$ cat config.mk
export PLATFORM = sky130hd
export DESIGN_NAME = socks5_request_parser_unit
export DESIGN_NICKNAME = d
export VERILOG_FILES = /design/src/rtl/s5rp_pkg.sv /design/src/rtl/s5rp_front.sv /design/src/rtl/s5rp_queue.sv /design/src/rtl/s5rp_back.sv /design/src/rtl/socks5_request_parser_unit.sv
export SDC_FILE = /design/constraint.sdc
export NUM_CORES = 1
export LEC_CHECK = 0
export ABC_AREA = 1
export BUFFER_PORTS_ARGS = -buffer_cell sky130_fd_sc_hd__buf_2
export CAP_MARGIN = 20
export CELL_PAD_IN_SITES_DETAIL_PLACEMENT = 0
export CELL_PAD_IN_SITES_GLOBAL_PLACEMENT = 2
export CORE_MARGIN = 5
export CORE_UTILIZATION = 38
export CTS_CLUSTER_SIZE = 30
export DETAILED_ROUTE_END_ITERATION = 10
export PLACE_DENSITY = 0.88
export SYNTH_ARGS = -nofsm -noshare
export SYNTH_HDL_FRONTEND = slang
export SYNTH_HIERARCHICAL = 1
export SYNTH_SLANG_ARGS = --single-unit
export TNS_END_PERCENT = 10
$ cat constraint.sdc
create_clock -name clk -period 6.7 [get_ports clk]
set_input_delay 0.67 -clock clk [delete_from_list [all_inputs] [get_ports clk]]
set_output_delay 0.67 -clock clk [all_outputs]
set_load 0.01 [all_outputs]
$ cat src/rtl/s5rp_pkg.sv
// Shared types, codes and helper functions for the SOCKS5 request parser.
// No dependencies; every other rtl file refers to this package by scoped names.
`default_nettype none
package s5rp_pkg;

  typedef enum logic [2:0] {
    PH_VER  = 3'd0,
    PH_CMD  = 3'd1,
    PH_RSV  = 3'd2,
    PH_ATYP = 3'd3,
    PH_DLEN = 3'd4,
    PH_ADDR = 3'd5,
    PH_PORT = 3'd6,
    PH_IDLE = 3'd7
  } phase_t;

  localparam logic [1:0] KIND_CHAR = 2'd0;
  localparam logic [1:0] KIND_DONE = 2'd1;
  localparam logic [1:0] KIND_ERR  = 2'd2;

  localparam logic [1:0] ERR_CMD  = 2'd0;
  localparam logic [1:0] ERR_RSV  = 2'd1;
  localparam logic [1:0] ERR_ATYP = 2'd2;

  localparam logic [2:0] ATYP_NONE   = 3'd0;
  localparam logic [2:0] ATYP_IPV4   = 3'd1;
  localparam logic [2:0] ATYP_DOMAIN = 3'd3;
  localparam logic [2:0] ATYP_IPV6   = 3'd4;

  localparam logic [7:0] IPV4_TEXT_LEN = 8'd15;  // 4 groups of 3 digits, 3 dots
  localparam logic [7:0] IPV6_TEXT_LEN = 8'd39;  // 16 hex pairs, 7 colons
  localparam logic [7:0] CMD_MAX       = 8'd3;
  localparam logic [7:0] ATYP_MAX      = 8'd4;

  localparam logic [7:0] CHAR_ZERO  = 8'h30;
  localparam logic [7:0] CHAR_A     = 8'h61;
  localparam logic [7:0] CHAR_DOT   = 8'h2e;
  localparam logic [7:0] CHAR_COLON = 8'h3a;

  // One queue entry: every result caused by one request byte
  typedef struct packed {
    logic [2:0]      n;        // results in the group, 1 to 4
    logic [1:0]      kind;
    logic [3:0][7:0] chars;    // chars[0] goes out first
    logic [1:0]      err;
    logic [7:0]      version;
    logic [1:0]      command;
    logic [2:0]      atyp;
    logic [7:0]      addr_len;
    logic [15:0]     port;
  } group_t;

  // Three decimal ASCII digits of a byte, hundreds in [0]
  function automatic logic [2:0][7:0] dec_chars(input logic [7:0] b);
    logic [1:0]  h;
    logic [7:0]  r8;
    logic [6:0]  r;
    logic [14:0] prod;
    logic [3:0]  t;
    logic [7:0]  t10;
    logic [7:0]  o;
    logic [2:0][7:0] res;
    if (b >= 8'd200) begin
      h  = 2'd2;
      r8 = b - 8'd200;
    end else if (b >= 8'd100) begin
      h  = 2'd1;
      r8 = b - 8'd100;
    end else begin
      h  = 2'd0;
      r8 = b;
    end
    r    = r8[6:0];
    // r / 10 by reciprocal, exact below 1029
    prod = 15'({8'd0, r} * 15'd205);
    t    = prod[14:11];
    t10  = 8'({4'd0, t} * 8'd10);
    o    = 8'({1'b0, r}) - t10;
    res[0] = CHAR_ZERO + {6'd0, h};
    res[1] = CHAR_ZERO + {4'd0, t};
    res[2] = CHAR_ZERO + o;
    return res;
  endfunction

  function automatic logic [7:0] hex_char(input logic [3:0] v);
    logic [7:0] c;
    if (v < 4'd10) c = CHAR_ZERO + {4'd0, v};
    else           c = CHAR_A + {4'd0, v} - 8'd10;
    return c;
  endfunction

endpackage
`default_nettype wire

$ cat src/rtl/s5rp_front.sv
// Front part: accepts request bytes, runs the field parser and builds at most one
// result group per byte. Depends on s5rp_pkg.
`default_nettype none
module s5rp_front (
  input  wire logic            clk,
  input  wire logic            rst,
  input  wire logic            in_valid,
  input  wire logic            in_op,
  input  wire logic [7:0]      in_byte,
  output s5rp_pkg::group_t     grp,
  output logic                 push
);

  s5rp_pkg::phase_t phase, phase_next;
  logic [7:0]  ver_reg, ver_reg_next;
  logic [1:0]  cmd_reg, cmd_reg_next;
  logic [2:0]  atype_reg, atype_reg_next;
  logic [7:0]  text_size, text_size_next;
  logic [7:0]  text_index, text_index_next;
  logic [7:0]  addr_bytes_seen, addr_bytes_seen_next;
  logic [15:0] port_acc, port_acc_next;
  logic [1:0]  port_bytes_seen, port_bytes_seen_next;

  logic [2:0][7:0] dec;
  logic [7:0]      seen_inc;
  logic [7:0]      idx_plus2;
  logic [7:0]      idx_plus3;
  logic [2:0]      n;
  logic [1:0]      kind;
  logic [1:0]      err;
  logic [3:0][7:0] chars;

  assign dec       = s5rp_pkg::dec_chars(in_byte);
  assign seen_inc  = addr_bytes_seen + 8'd1;
  assign idx_plus2 = text_index + 8'd2;
  assign idx_plus3 = text_index + 8'd3;

  always_ff @(posedge clk) begin
    if (rst) begin
      phase           <= s5rp_pkg::PH_VER;
      ver_reg         <= '0;
      cmd_reg         <= '0;
      atype_reg       <= '0;
      text_size       <= '0;
      text_index      <= '0;
      addr_bytes_seen <= '0;
      port_acc        <= '0;
      port_bytes_seen <= '0;
    end else begin
      phase           <= phase_next;
      ver_reg         <= ver_reg_next;
      cmd_reg         <= cmd_reg_next;
      atype_reg       <= atype_reg_next;
      text_size       <= text_size_next;
      text_index      <= text_index_next;
      addr_bytes_seen <= addr_bytes_seen_next;
      port_acc        <= port_acc_next;
      port_bytes_seen <= port_bytes_seen_next;
    end
  end

  always_comb begin
    phase_next           = phase;
    ver_reg_next         = ver_reg;
    cmd_reg_next         = cmd_reg;
    atype_reg_next       = atype_reg;
    text_size_next       = text_size;
    text_index_next      = text_index;
    addr_bytes_seen_next = addr_bytes_seen;
    port_acc_next        = port_acc;
    port_bytes_seen_next = port_bytes_seen;
    n     = 3'd0;
    kind  = s5rp_pkg::KIND_CHAR;
    err   = '0;
    chars = '0;

    if (in_valid) begin
      if (in_op) begin
        phase_next           = s5rp_pkg::PH_VER;
        ver_reg_next         = '0;
        cmd_reg_next         = '0;
        atype_reg_next       = '0;
        text_size_next       = '0;
        text_index_next      = '0;
        addr_bytes_seen_next = '0;
        port_acc_next        = '0;
        port_bytes_seen_next = '0;
      end else begin
        case (phase)
          s5rp_pkg::PH_VER: begin
            ver_reg_next = in_byte;
            phase_next   = s5rp_pkg::PH_CMD;
          end
          s5rp_pkg::PH_CMD: begin
            if (in_byte > s5rp_pkg::CMD_MAX) begin
              n          = 3'd1;
              kind       = s5rp_pkg::KIND_ERR;
              err        = s5rp_pkg::ERR_CMD;
              phase_next = s5rp_pkg::PH_IDLE;
            end else begin
              cmd_reg_next = in_byte[1:0];
              phase_next   = s5rp_pkg::PH_RSV;
            end
          end
          s5rp_pkg::PH_RSV: begin
            if (in_byte != 8'd0) begin
              n          = 3'd1;
              kind       = s5rp_pkg::KIND_ERR;
              err        = s5rp_pkg::ERR_RSV;
              phase_next = s5rp_pkg::PH_IDLE;
            end else begin
              phase_next = s5rp_pkg::PH_ATYP;
            end
          end
          s5rp_pkg::PH_ATYP: begin
            if (in_byte == 8'd2 || in_byte > s5rp_pkg::ATYP_MAX) begin
              n          = 3'd1;
              kind       = s5rp_pkg::KIND_ERR;
              err        = s5rp_pkg::ERR_ATYP;
              phase_next = s5rp_pkg::PH_IDLE;
            end else begin
              atype_reg_next       = in_byte[2:0];
              text_index_next      = '0;
              addr_bytes_seen_next = '0;
              port_bytes_seen_next = '0;
              case (in_byte[2:0])
                s5rp_pkg::ATYP_IPV4: begin
                  text_size_next = s5rp_pkg::IPV4_TEXT_LEN;
                  phase_next     = s5rp_pkg::PH_ADDR;
                end
                s5rp_pkg::ATYP_IPV6: begin
                  text_size_next = s5rp_pkg::IPV6_TEXT_LEN;
                  phase_next     = s5rp_pkg::PH_ADDR;
                end
                s5rp_pkg::ATYP_DOMAIN: begin
                  phase_next = s5rp_pkg::PH_DLEN;
                end
                default: begin
                  text_size_next = '0;
                  phase_next     = s5rp_pkg::PH_PORT;
                end
              endcase
            end
          end
          s5rp_pkg::PH_DLEN: begin
            text_size_next = in_byte;
            phase_next     = (in_byte != 8'd0) ? s5rp_pkg::PH_ADDR : s5rp_pkg::PH_PORT;
          end
          s5rp_pkg::PH_ADDR: begin
            addr_bytes_seen_next = seen_inc;
            if (atype_reg == s5rp_pkg::ATYP_IPV4) begin
              chars[0] = dec[0];
              chars[1] = dec[1];
              chars[2] = dec[2];
              if (idx_plus3 < text_size) begin
                chars[3] = s5rp_pkg::CHAR_DOT;
                n        = 3'd4;
              end else begin
                n        = 3'd3;
              end
            end else if (atype_reg == s5rp_pkg::ATYP_IPV6) begin
              chars[0] = s5rp_pkg::hex_char(in_byte[7:4]);
              chars[1] = s5rp_pkg::hex_char(in_byte[3:0]);
              // colon after every second byte, never after the last
              if (!seen_inc[0] && idx_plus2 < text_size) begin
                chars[2] = s5rp_pkg::CHAR_COLON;
                n        = 3'd3;
              end else begin
                n        = 3'd2;
              end
            end else begin
              chars[0] = in_byte;
              n        = 3'd1;
            end
            text_index_next = text_index + {5'd0, n};
            if (text_index_next >= text_size) begin
              phase_next           = s5rp_pkg::PH_PORT;
              port_bytes_seen_next = '0;
            end
          end
          s5rp_pkg::PH_PORT: begin
            port_acc_next        = {port_acc[7:0], in_byte};
            port_bytes_seen_next = port_bytes_seen + 2'd1;
            if (port_bytes_seen_next >= 2'd2) begin
              n          = 3'd1;
              kind       = s5rp_pkg::KIND_DONE;
              phase_next = s5rp_pkg::PH_IDLE;
            end
          end
          default: begin
            // idle: drop bytes until the next start
          end
        endcase
      end
    end

    push          = (n != 3'd0);
    grp.n         = n;
    grp.kind      = kind;
    grp.chars     = chars;
    grp.err       = err;
    grp.version   = ver_reg_next;
    grp.command   = cmd_reg_next;
    grp.atyp      = atype_reg_next;
    grp.addr_len  = text_index_next;
    grp.port      = port_acc_next;
  end

endmodule
`default_nettype wire

$ cat src/rtl/s5rp_queue.sv
// Small queue of result groups between the parser and the serialiser.
// Depends on s5rp_pkg for the entry type.
`default_nettype none
module s5rp_queue #(
  parameter int DEPTH = 4
) (
  input  wire logic             clk,
  input  wire logic             rst,
  input  wire logic             wr_en,
  input  wire s5rp_pkg::group_t wr_data,
  output logic                  not_full,
  input  wire logic             rd_en,
  output s5rp_pkg::group_t      rd_data,
  output logic                  not_empty
);

  localparam int PTR_W = (DEPTH > 1) ? $clog2(DEPTH) : 1;
  localparam int CNT_W = $clog2(DEPTH + 1);

  s5rp_pkg::group_t mem [DEPTH];
  logic [PTR_W-1:0] wr_ptr;
  logic [PTR_W-1:0] rd_ptr;
  logic [CNT_W-1:0] count;

  assign not_full  = (count != CNT_W'(DEPTH));
  assign not_empty = (count != '0);
  assign rd_data   = mem[rd_ptr];

  always_ff @(posedge clk) begin
    if (wr_en) begin
      mem[wr_ptr] <= wr_data;
    end
  end

  always_ff @(posedge clk) begin
    if (rst) begin
      wr_ptr <= '0;
      rd_ptr <= '0;
      count  <= '0;
    end else begin
      if (wr_en) begin
        wr_ptr <= (wr_ptr == PTR_W'(DEPTH - 1)) ? '0 : wr_ptr + PTR_W'(1);
      end
      if (rd_en) begin
        rd_ptr <= (rd_ptr == PTR_W'(DEPTH - 1)) ? '0 : rd_ptr + PTR_W'(1);
      end
      if (wr_en && !rd_en) begin
        count <= count + CNT_W'(1);
      end else if (rd_en && !wr_en) begin
        count <= count - CNT_W'(1);
      end
    end
  end

endmodule
`default_nettype wire

$ cat src/rtl/s5rp_back.sv
// Back part: serialises the head result group one result per cycle into the
// output register while it is empty or being taken. Depends on s5rp_pkg.
`default_nettype none
module s5rp_back (
  input  wire logic             clk,
  input  wire logic             rst,
  input  wire s5rp_pkg::group_t head,
  input  wire logic             head_valid,
  output logic                  pop,
  output logic                  m_tvalid,
  input  wire logic             m_tready,
  output logic [55:0]           m_tdata,
  output logic                  m_tlast
);

  logic [1:0]  sub;
  logic [1:0]  sub_next;
  logic        load;
  logic        is_last;
  logic [55:0] word;

  assign load    = head_valid && (!m_tvalid || m_tready);
  assign is_last = ({1'b0, sub} == head.n - 3'd1);
  assign pop     = load && is_last;
  assign sub_next = is_last ? 2'd0 : sub + 2'd1;

  assign word = {7'd0, head.port, head.addr_len, head.atyp, head.command,
                 head.version, head.err, head.chars[sub], head.kind};

  always_ff @(posedge clk) begin
    if (rst) begin
      m_tvalid <= 1'b0;
      sub      <= '0;
    end else begin
      if (load) begin
        m_tvalid <= 1'b1;
        sub      <= sub_next;
      end else if (m_tready) begin
        m_tvalid <= 1'b0;
      end
    end
  end

  always_ff @(posedge clk) begin
    if (load) begin
      m_tdata <= word;
      m_tlast <= is_last;
    end
  end

endmodule
`default_nettype wire

$ cat src/rtl/socks5_request_parser_unit.sv
// SOCKS5 request parser: bytes in, address text, done and error items out.
// Path: a byte's results go into the group queue, then one at a time into the output register.
// Throughput: one input transfer per cycle while the group queue has room; results
// leave one per cycle while the output is not stalled, each character of an address byte as its own result.
// Reset: rst clears parser state, queue and output valid; a start op clears parser state only.
// Depends on s5rp_pkg, s5rp_front, s5rp_queue and s5rp_back.
`default_nettype none
module socks5_request_parser_unit #(
  parameter int QUEUE_DEPTH = 4
) (
  input  wire logic        clk,
  input  wire logic        rst,
  input  wire logic        s_tvalid,
  output logic             s_tready,
  input  wire logic [7:0]  s_tdata,   // [7:0] data_byte
  input  wire logic        s_tuser,   // [0] op
  output logic             m_tvalid,
  input  wire logic        m_tready,
  output logic [55:0]      m_tdata,   // [1:0] kind, [9:2] char_value, [11:10] err_code,
                                      // [19:12] version, [21:20] command, [24:22] atyp,
                                      // [32:25] addr_len, [48:33] port, [55:49] zero
  output logic             m_tlast
);

  s5rp_pkg::group_t grp;
  s5rp_pkg::group_t head;
  logic push;
  logic not_full;
  logic not_empty;
  logic pop;

  assign s_tready = not_full;

  s5rp_front u_front (
    .clk      (clk),
    .rst      (rst),
    .in_valid (s_tvalid && not_full),
    .in_op    (s_tuser),
    .in_byte  (s_tdata),
    .grp      (grp),
    .push     (push)
  );

  s5rp_queue #(
    .DEPTH (QUEUE_DEPTH)
  ) u_queue (
    .clk       (clk),
    .rst       (rst),
    .wr_en     (push),
    .wr_data   (grp),
    .not_full  (not_full),
    .rd_en     (pop),
    .rd_data   (head),
    .not_empty (not_empty)
  );

  s5rp_back u_back (
    .clk        (clk),
    .rst        (rst),
    .head       (head),
    .head_valid (not_empty),
    .pop        (pop),
    .m_tvalid   (m_tvalid),
    .m_tready   (m_tready),
    .m_tdata    (m_tdata),
    .m_tlast    (m_tlast)
  );

endmodule
`default_nettype wire
==> summary by stage, run 1 <==
Status
The run finished with clean final reports.

STA
The maximum clock frequency is 156.7 MHz. The number of pins with negative max-slew slack in the final report is 0. The clock arrives with 0.02444 ns of skew. The final critical path time including I/O delays and setup is 6.382 ns. Of the available clock period, the critical path in the final layout requires 0.9525.

In this run the tightest slew margin relative to its limit is 0.3241. The transition at the pin with the smallest max-transition slack is 1.014 ns. Setup violations remaining at the end of the flow were counted as 0.

The hold violation total from the final report was 0. After routing, the total negative slack on setup checks comes to 0 ns. The worst hold margin is 0.3921 ns.

Synthesis
The share of the yosys chip area belonging to registers is 0.6044. The post-synth design cell area is 19680 um2. The Yosys warning count is 6.

Sorting the synthesized cells by how often they occur yields sky130_fd_sc_hd__edfxtp_1 (354), sky130_fd_sc_hd__nor2_1 (237), sky130_fd_sc_hd__o21ai_0 (203). The count of flip-flops with a built-in enable after synthesis is 354. By area the synthesized netlist is led by sky130_fd_sc_hd__edfxtp_1 (54%), sky130_fd_sc_hd__dfxtp_1 (6.4%), sky130_fd_sc_hd__ha_1 (6.2%). The number of instances in the synthesized netlist is 1777. Averaged over all synthesized cells, the footprint is 11.07 um2. The most area-hungry cell type in the Yosys netlist is sky130_fd_sc_hd__edfxtp_1.

Among all flip-flop cells after synthesis, the most frequent one is sky130_fd_sc_hd__edfxtp_1. The share of synthesized flip-flops with an asynchronous set or reset is 0. The share of synthesized area in the top cell type comes to 0.5403. The most numerous cell in the Yosys netlist is sky130_fd_sc_hd__edfxtp_1. The register bit total from synthesis is 417. After synthesis, the netlist uses 58 different library cells.

Floorplanning
The die covers 56430 um2. In this run the vertical extent of the chip is 237.5 um. The floorplan row count is 83. The x dimension of the die is 237.5 um.

The initial cell density of the core is 0.3835. The total area inside the core boundary comes to 51300 um2. The count of boundary I/O pins is 72.

Setup path
The critical path in this run is classified as in2reg. For the worst setup path, the data required time is 7.08 ns. The most repeated library cell on the critical path is sky130_fd_sc_hd__ha_4. The startpoint type of the worst setup path is an input pin.

The biggest fanout along the worst timing path is 4. Counting cells, the worst reg-to-reg path comes to 26. The critical path's slowest cell is sky130_fd_sc_hd__fa_1. The worst setup path is captured at a flop. Data on the critical path arrives at its endpoint at 6.77 ns. In this design, the stage delay of the slowest critical-path cell is 0.49 ns.

Drt
The routed layout has 13156 vias. In this run the remaining antenna-violating nets after routing total 0. The ratio of routed vias to standard cells is 5.060. The total wire length is 45570 um.

The first-pass iteration count of the detailed router is 5. Dividing the detail-routed wire length by the instance count gives 17.53 um. For this run, design rule violations remaining after detail routing come to 0. For this block, the initial DRC count from the detailed router was 980.

Global routing
The via count of the first global-routing pass is 12709. The pin count of the biggest net entering global routing is 153. The number of antenna violations at the first check in global routing is 1.

The global-route congestion overflow total is 0. The wire length of the first global-routing pass is 71030 um. The global router's overall resource usage is 0.1579.

CTS
The H-tree generated during clock tree synthesis spans 2 levels. The TritonCTS clock tree is built. Clock latency on the worst-skew pair, taken at its later pin, is 0.57 ns. The post-cts hold buffer count is 0.

The total number of clock tree sinks is 417. The number of clock buffers inserted by TritonCTS is 41. Clock-pin slew was measured on the worst setup and hold paths at 0.06 ns. Counting along the longest clock path gives a buffer depth of 3. The clock root buffer master is sky130_fd_sc_hd__clkbuf_16.

Finish
The largest registers in the layout are u_queue/mem x304, u_back/m_tdata x49, u_front/port_acc x16. The register containing the most flip-flops in the final layout is u_queue/mem. The share of post-route cells with drive strength above 1 is 0.1782. After routing the design area is 22480 um2. At the end of the flow, the number of nets in the layout was 2011. The area overhead of the layout relative to synthesis is 14.28%. The number of flip-flops in the largest register is 304. After filler insertion, the fill cell instance count of the layout stands at 4815.

Pwr
The maximum resistive drop on vdd is 0.0003772 V. Dividing total power by cell area gives a power density of 334.4 nW/um2. Summed over all cells, the static leakage comes to 8.553 nW.

Place
The final estimated routing congestion in global placement is 0.8126. The total of buffers placed on input and output ports is 64. The total cell area at the placement stage is 21080 um2.

After legalization and detailed placement, the total HPWL measured 29840 um.

Flow run
The number of violations of the max-capacitance limit is 0.

Min path
The worst hold path was traced through 4 stages. The worst hold path belongs to the class in2reg.
-- routing by layer --
metal  track usage  vias to the layer above  routed length (um)
li1              -                     6448                   -
met1        0.2127                     6355               20100
met2        0.2655                      293               22130
met3       0.02448                       60                2384
met4       0.04775                        0                 961
met5             0                        -                   0
-- cell families (layout without fill, tap and decap cells) --
kind of cell	Yosys count	count (layout)	synth area share
buffers and inverters	275	407	0.06868
AOI/OAI and AO/OA	424	424	0.1203
and+or+nand+nor	517	517	0.1166
DFF	417	417	0.6044
adders and majority gates	109	109	0.07389
xor gates and xnor gates	33	33	0.01583
other	2	13	0.0003817
-- layout make-up --
class,count,area [um2],area share
Clock buffer,56,1124,0.04997
Inverter,187,748.2,0.03328
Tap cell,680,850.8,0.03784
Sequential cell,417,11900,0.5291
Timing Repair Buffer,147,958.4,0.04263
Clock inverter,17,173.9,0.007735
Multi-Input combinational cell,1095,6730,0.2993
Antenna cell,1,2.502,0.0001113
-- where the power goes --
group          internal [W]  switching (W)  leakage (nW)  total, W
clock network       0.00126       0.000946         0.628   0.00221
registers           0.00288      0.0000367          3.73   0.00292
logic               0.00115        0.00124          4.20   0.00239
total               0.00529        0.00222          8.55   0.00752
-- final timing paths --
kind,end,slack [ns],startpoint
worst max register to register,u_front/phase[2]$_SDFFE_PP0P_,1.43,u_front/text_index[1]$_SDFF_PP0_
worst min-delay path,u_back/m_tvalid$_SDFFE_PP0P_,0.39,m_tready
worst max-delay path,u_queue/mem[2][62]$_DFFE_PP_,0.32,s_tdata[2]
worst min register to register,u_back/m_tvalid$_SDFFE_PP0P_,0.50,u_back/m_tvalid$_SDFFE_PP0P_
-- stage by stage --
step	setup WS (ns)	cells	utilization	total power, W
detailed placement	-0.3427	2526	0.4109	0.005261
finish	0.3183	2600	0.4383	0.007519
global placement	-0.2776	2526	0.4109	0.005232
floorplan	-0.05929	1787	-	0.004458
CTS	0.2068	2599	0.4362	0.007492
global route	-0.05814	2600	0.4383	0.007999
-- worst max-delay path, delay by kind of cell --
family	cells	cell delay [ns]
buf+inv	9	0.65
fa+ha+maj	11	3.21
xor+xnor	3	0.53
simple gates	12	1.19
compound gates	3	0.48
-- layout by cell type, fill, tap and decap left out, drive strengths merged, types with 4 or more instances in the layout --
master | synthesis | final
edfxtp | 354 | 354
nor2 | 260 | 260
o21ai | 215 | 215
inv | 183 | 177
nand2 | 162 | 162
buf | 57 | 146
o22ai | 111 | 111
ha | 97 | 97
a21oi | 74 | 74
dfxtp | 63 | 63
clkbuf | 31 | 57
nand3 | 36 | 36
xor2 | 26 | 26
nor3 | 21 | 21
clkinv | 4 | 21
or2 | 13 | 13
conb | 2 | 12
nand4 | 12 | 12
fa | 12 | 12
nor4 | 11 | 11
xnor2 | 7 | 7
o21a | 5 | 5
a211oi | 5 | 5
clkinvlp | 0 | 4
a31oi | 4 | 4
-- timing repair --
action,in CTS,in global routing
gates resized for setup,0,20
endpoints found under the hold margin,0,0
setup buffers,0,0
endpoints found under the setup margin,0,16
Note: power is estimated with default switching activity, not from simulation.
==> run 2, diff against run 1 <==
CORE_MARGIN = not set   (was 5)
==> run 2 against run 1 <==
First-iteration DRC count is 3.5% higher. Core utilization rose by 0.48 points. Power increased by 2.9%. Critical endpoint unchanged. Maximum frequency down 0.44%. Wire length shrank 0.17%.
==> summary by stage, run 2 (synthesis gave the netlist of run 1 again) <==
Status
The run finished with clean final reports.

Pwr
Power spread over the standard cell area amounts to 341.2 nW/um2. The sequential cell fraction of total power is 0.376. The internal power summed over all cells is 0.005452 W. Summed over all cells, the static leakage comes to 8.637 nW. Of the total power, the share spent switching nets is 0.2956.

The share of total power dissipated in the clock network is 0.308. The total power after layout is 0.007740 W. For this design the total switching power over the nets is 0.002288 W. Across the VDD grid, the largest voltage drop is 0.0003737 V. Of the total power, combinational logic draws 0.316.

Finish
More flip-flops sit in one register than any other, and that register is u_queue/mem. The utilization after layout is 0.4431. The library cells used most frequently in the layout, excluding fill and tap cells, are sky130_fd_sc_hd__edfxtp_1 (354), sky130_fd_sc_hd__nor2_1 (236), sky130_fd_sc_hd__o21ai_0 (200).

The area growth from synthesis to layout is 15.30%. Leaving out filler cells and counting taps, the final layout contains 2608. The leading cell type in the layout, fill and taps excluded is sky130_fd_sc_hd__edfxtp_1.

The final-layout fill cell count is 4731. The area taken by multi-input logic gates is 6764 um2. The antenna diode count is 0. The register with the most flip-flops in the layout has 304 of them. The largest registers in the layout are u_queue/mem x304, u_back/m_tdata x49, u_front/port_acc x16.

The final layout contains 2016 nets. Across the whole layout, storage elements account for 11900 um2. The share of post-route cells with drive strength above 1 is 0.1826.

CTS
The clock tree synthesis step divided the H-tree into 2 levels. The latest clock arrival within the worst-skew pair is 0.58 ns. The total number of clock tree sinks is 417. The post-cts hold buffer count is 0. The clock root buffer master is sky130_fd_sc_hd__clkbuf_16. After clock tree synthesis, the clock-pin slew on the worst setup and hold paths is 0.06 ns. The maximum clock insertion buffer count is 3.

Counting the buffers created by CTS gives 43. TritonCTS built the clock tree.

Setup path
The worst setup path is of the in2reg kind. The worst path arrival time is 6.80 ns. The required time at the endpoint of the critical path is 7.09 ns. STA classifies the critical path startpoint as an input pin. The biggest fanout along the worst timing path is 4. For the worst flop-to-flop path, the logic depth is 26.

The critical path's slowest cell is sky130_fd_sc_hd__fa_2. The endpoint kind of the worst setup timing path is a flop. The reg-to-reg endpoint is u_front/phase[2]$_SDFFE_PP0P_. The startpoint identified for the worst register-to-register timing path is u_front/text_index[1]$_SDFF_PP0_. The worst setup slack for register-to-register paths is 1.05 ns.

The largest single stage delay on the critical path is 0.60 ns.

Floorplanning
From left edge to right edge, the die measures 229.5 um. The core region is 51200 um2. The initial utilization of the core area, before any placement, comes to 0.3843. The height of the die is 229.5 um.

The floorplan has 83 rows. For this design the top-level I/O count stands at 72. The die area is 52690 um2.

Drt
The ratio of routed vias to standard cells is 5.071. After detailed routing, the average wire length per cell comes to 17.44 um. The routed layout has 13225 vias. The number of DRC markers in iteration 0 is 1014. The count of unresolved DRC violations after routing is 0. The total wire length is 45490 um. The count of nets left with antenna violations after detail routing is 0. The first-pass iteration count of the detailed router is 5.

Place
The wire-length estimate of the detail-placed layout is 29560 um. Before CTS, the worst setup slack after placement is -0.4150 ns. The total of buffers placed on input and output ports is 64. The final estimated routing congestion in global placement is 0.8226.

The number of placed instances, taps included is 2527.

Global routing
The via count of the first global-routing pass is 12816. The number of antenna violations at the first check in global routing was 0. In the global route stage, overall resource usage came out at 0.1728.

The first global-routing pass estimated 71430 um of wire. The pin count of the biggest net entering global routing is 153. The global-route congestion overflow total is 0.

Min path
The worst hold path terminates at u_back/m_tvalid$_SDFFE_PP0P_. The worst hold path cell count is 4. The min-delay analysis places its worst path in the category in2reg. The startpoint of the most critical hold path is m_tready.

STA
The worst hold margin is 0.3865 ns. The remaining max-slew budget at the tightest pin is 0.3199. Of the available clock period, the critical path in the final layout requires 0.9567. The worst path needs 6.410 ns of the cycle, external delays included. Setup slack on the critical path of the routed design comes to 0.2903 ns.

The transition at the pin with the smallest max-transition slack is 1.020 ns. For this run, the top clock speed supported by timing is 156.0 MHz. For the final database, setup skew stands at 0.01646 ns.

Setup violations remaining at the end of the flow were counted as 0. The number of pins with negative max-slew slack in the final report is 0. The hold violation total from the final report was 0.

Flow run
Max-cap violations in this run came to 0.
==> run 2: layout make-up <==
class	instances	share of cell area
flip-flops and latches	417	0.5244
clock buffers	55	0.05074
clock inverters	24	0.01186
well taps	680	0.03750
multi-input cells	1095	0.2982
inverters	187	0.03298
repair buffers	150	0.04434
==> run 2: critical path, delay by kind of cell <==
family,cells,cell delay [ns]
compound gates,3,0.50
xor+xnor,3,0.49
fa+ha+maj,10,3.20
buf+inv,8,0.58
simple gates,13,1.37
==> run 2: worst max-delay path by stage <==
stage                from                           end
5_1_grt        s_tdata[4]  u_queue/mem[2][62]$_DFFE_PP_
4_1_cts        s_tdata[4]  u_queue/mem[2][62]$_DFFE_PP_
3_3_place_gp   s_tdata[4]  u_queue/mem[2][62]$_DFFE_PP_
2_1_floorplan  s_tdata[0]  u_queue/mem[0][62]$_DFFE_PP_
6_report       s_tdata[5]  u_queue/mem[2][62]$_DFFE_PP_
3_5_place_dp   s_tdata[4]  u_queue/mem[2][62]$_DFFE_PP_
==> run 2: power groups by stage <==
stage	Combinational (W)	Clock, W	Sequential (W)
3_5_place_dp	0.00227	0	0.00297
5_1_grt	0.00276	0.00252	0.00292
6_report	0.00245	0.00238	0.00291
3_3_place_gp	0.00226	0	0.00297
2_1_floorplan	0.00148	0	0.00298
4_1_cts	0.00229	0.00243	0.00291
==> run 2: per-stage QoR <==
stage,TNS (ns),cell area [um2]
detailed placement,-3.883,21110
finish,0,22690
global placement,-2.374,21110
global route,-0.3117,22690
CTS,0,22530
floorplan,-0.2372,19900
==> run 2: metal layers <==
layer | share of wire | track usage | vias to the layer above
li1 | - | - | 6455
met1 | 0.46 | 0.2387 | 6432
met2 | 0.47 | 0.2791 | 275
met3 | 0.043 | 0.02229 | 63
met4 | 0.024 | 0.05979 | 0
met5 | 0 | 0 | -
==> run 2: timing repair <==
action	CTS	global route
setup endpoints to repair	0	12
setup buffers	0	2
gates resized for setup	0	25
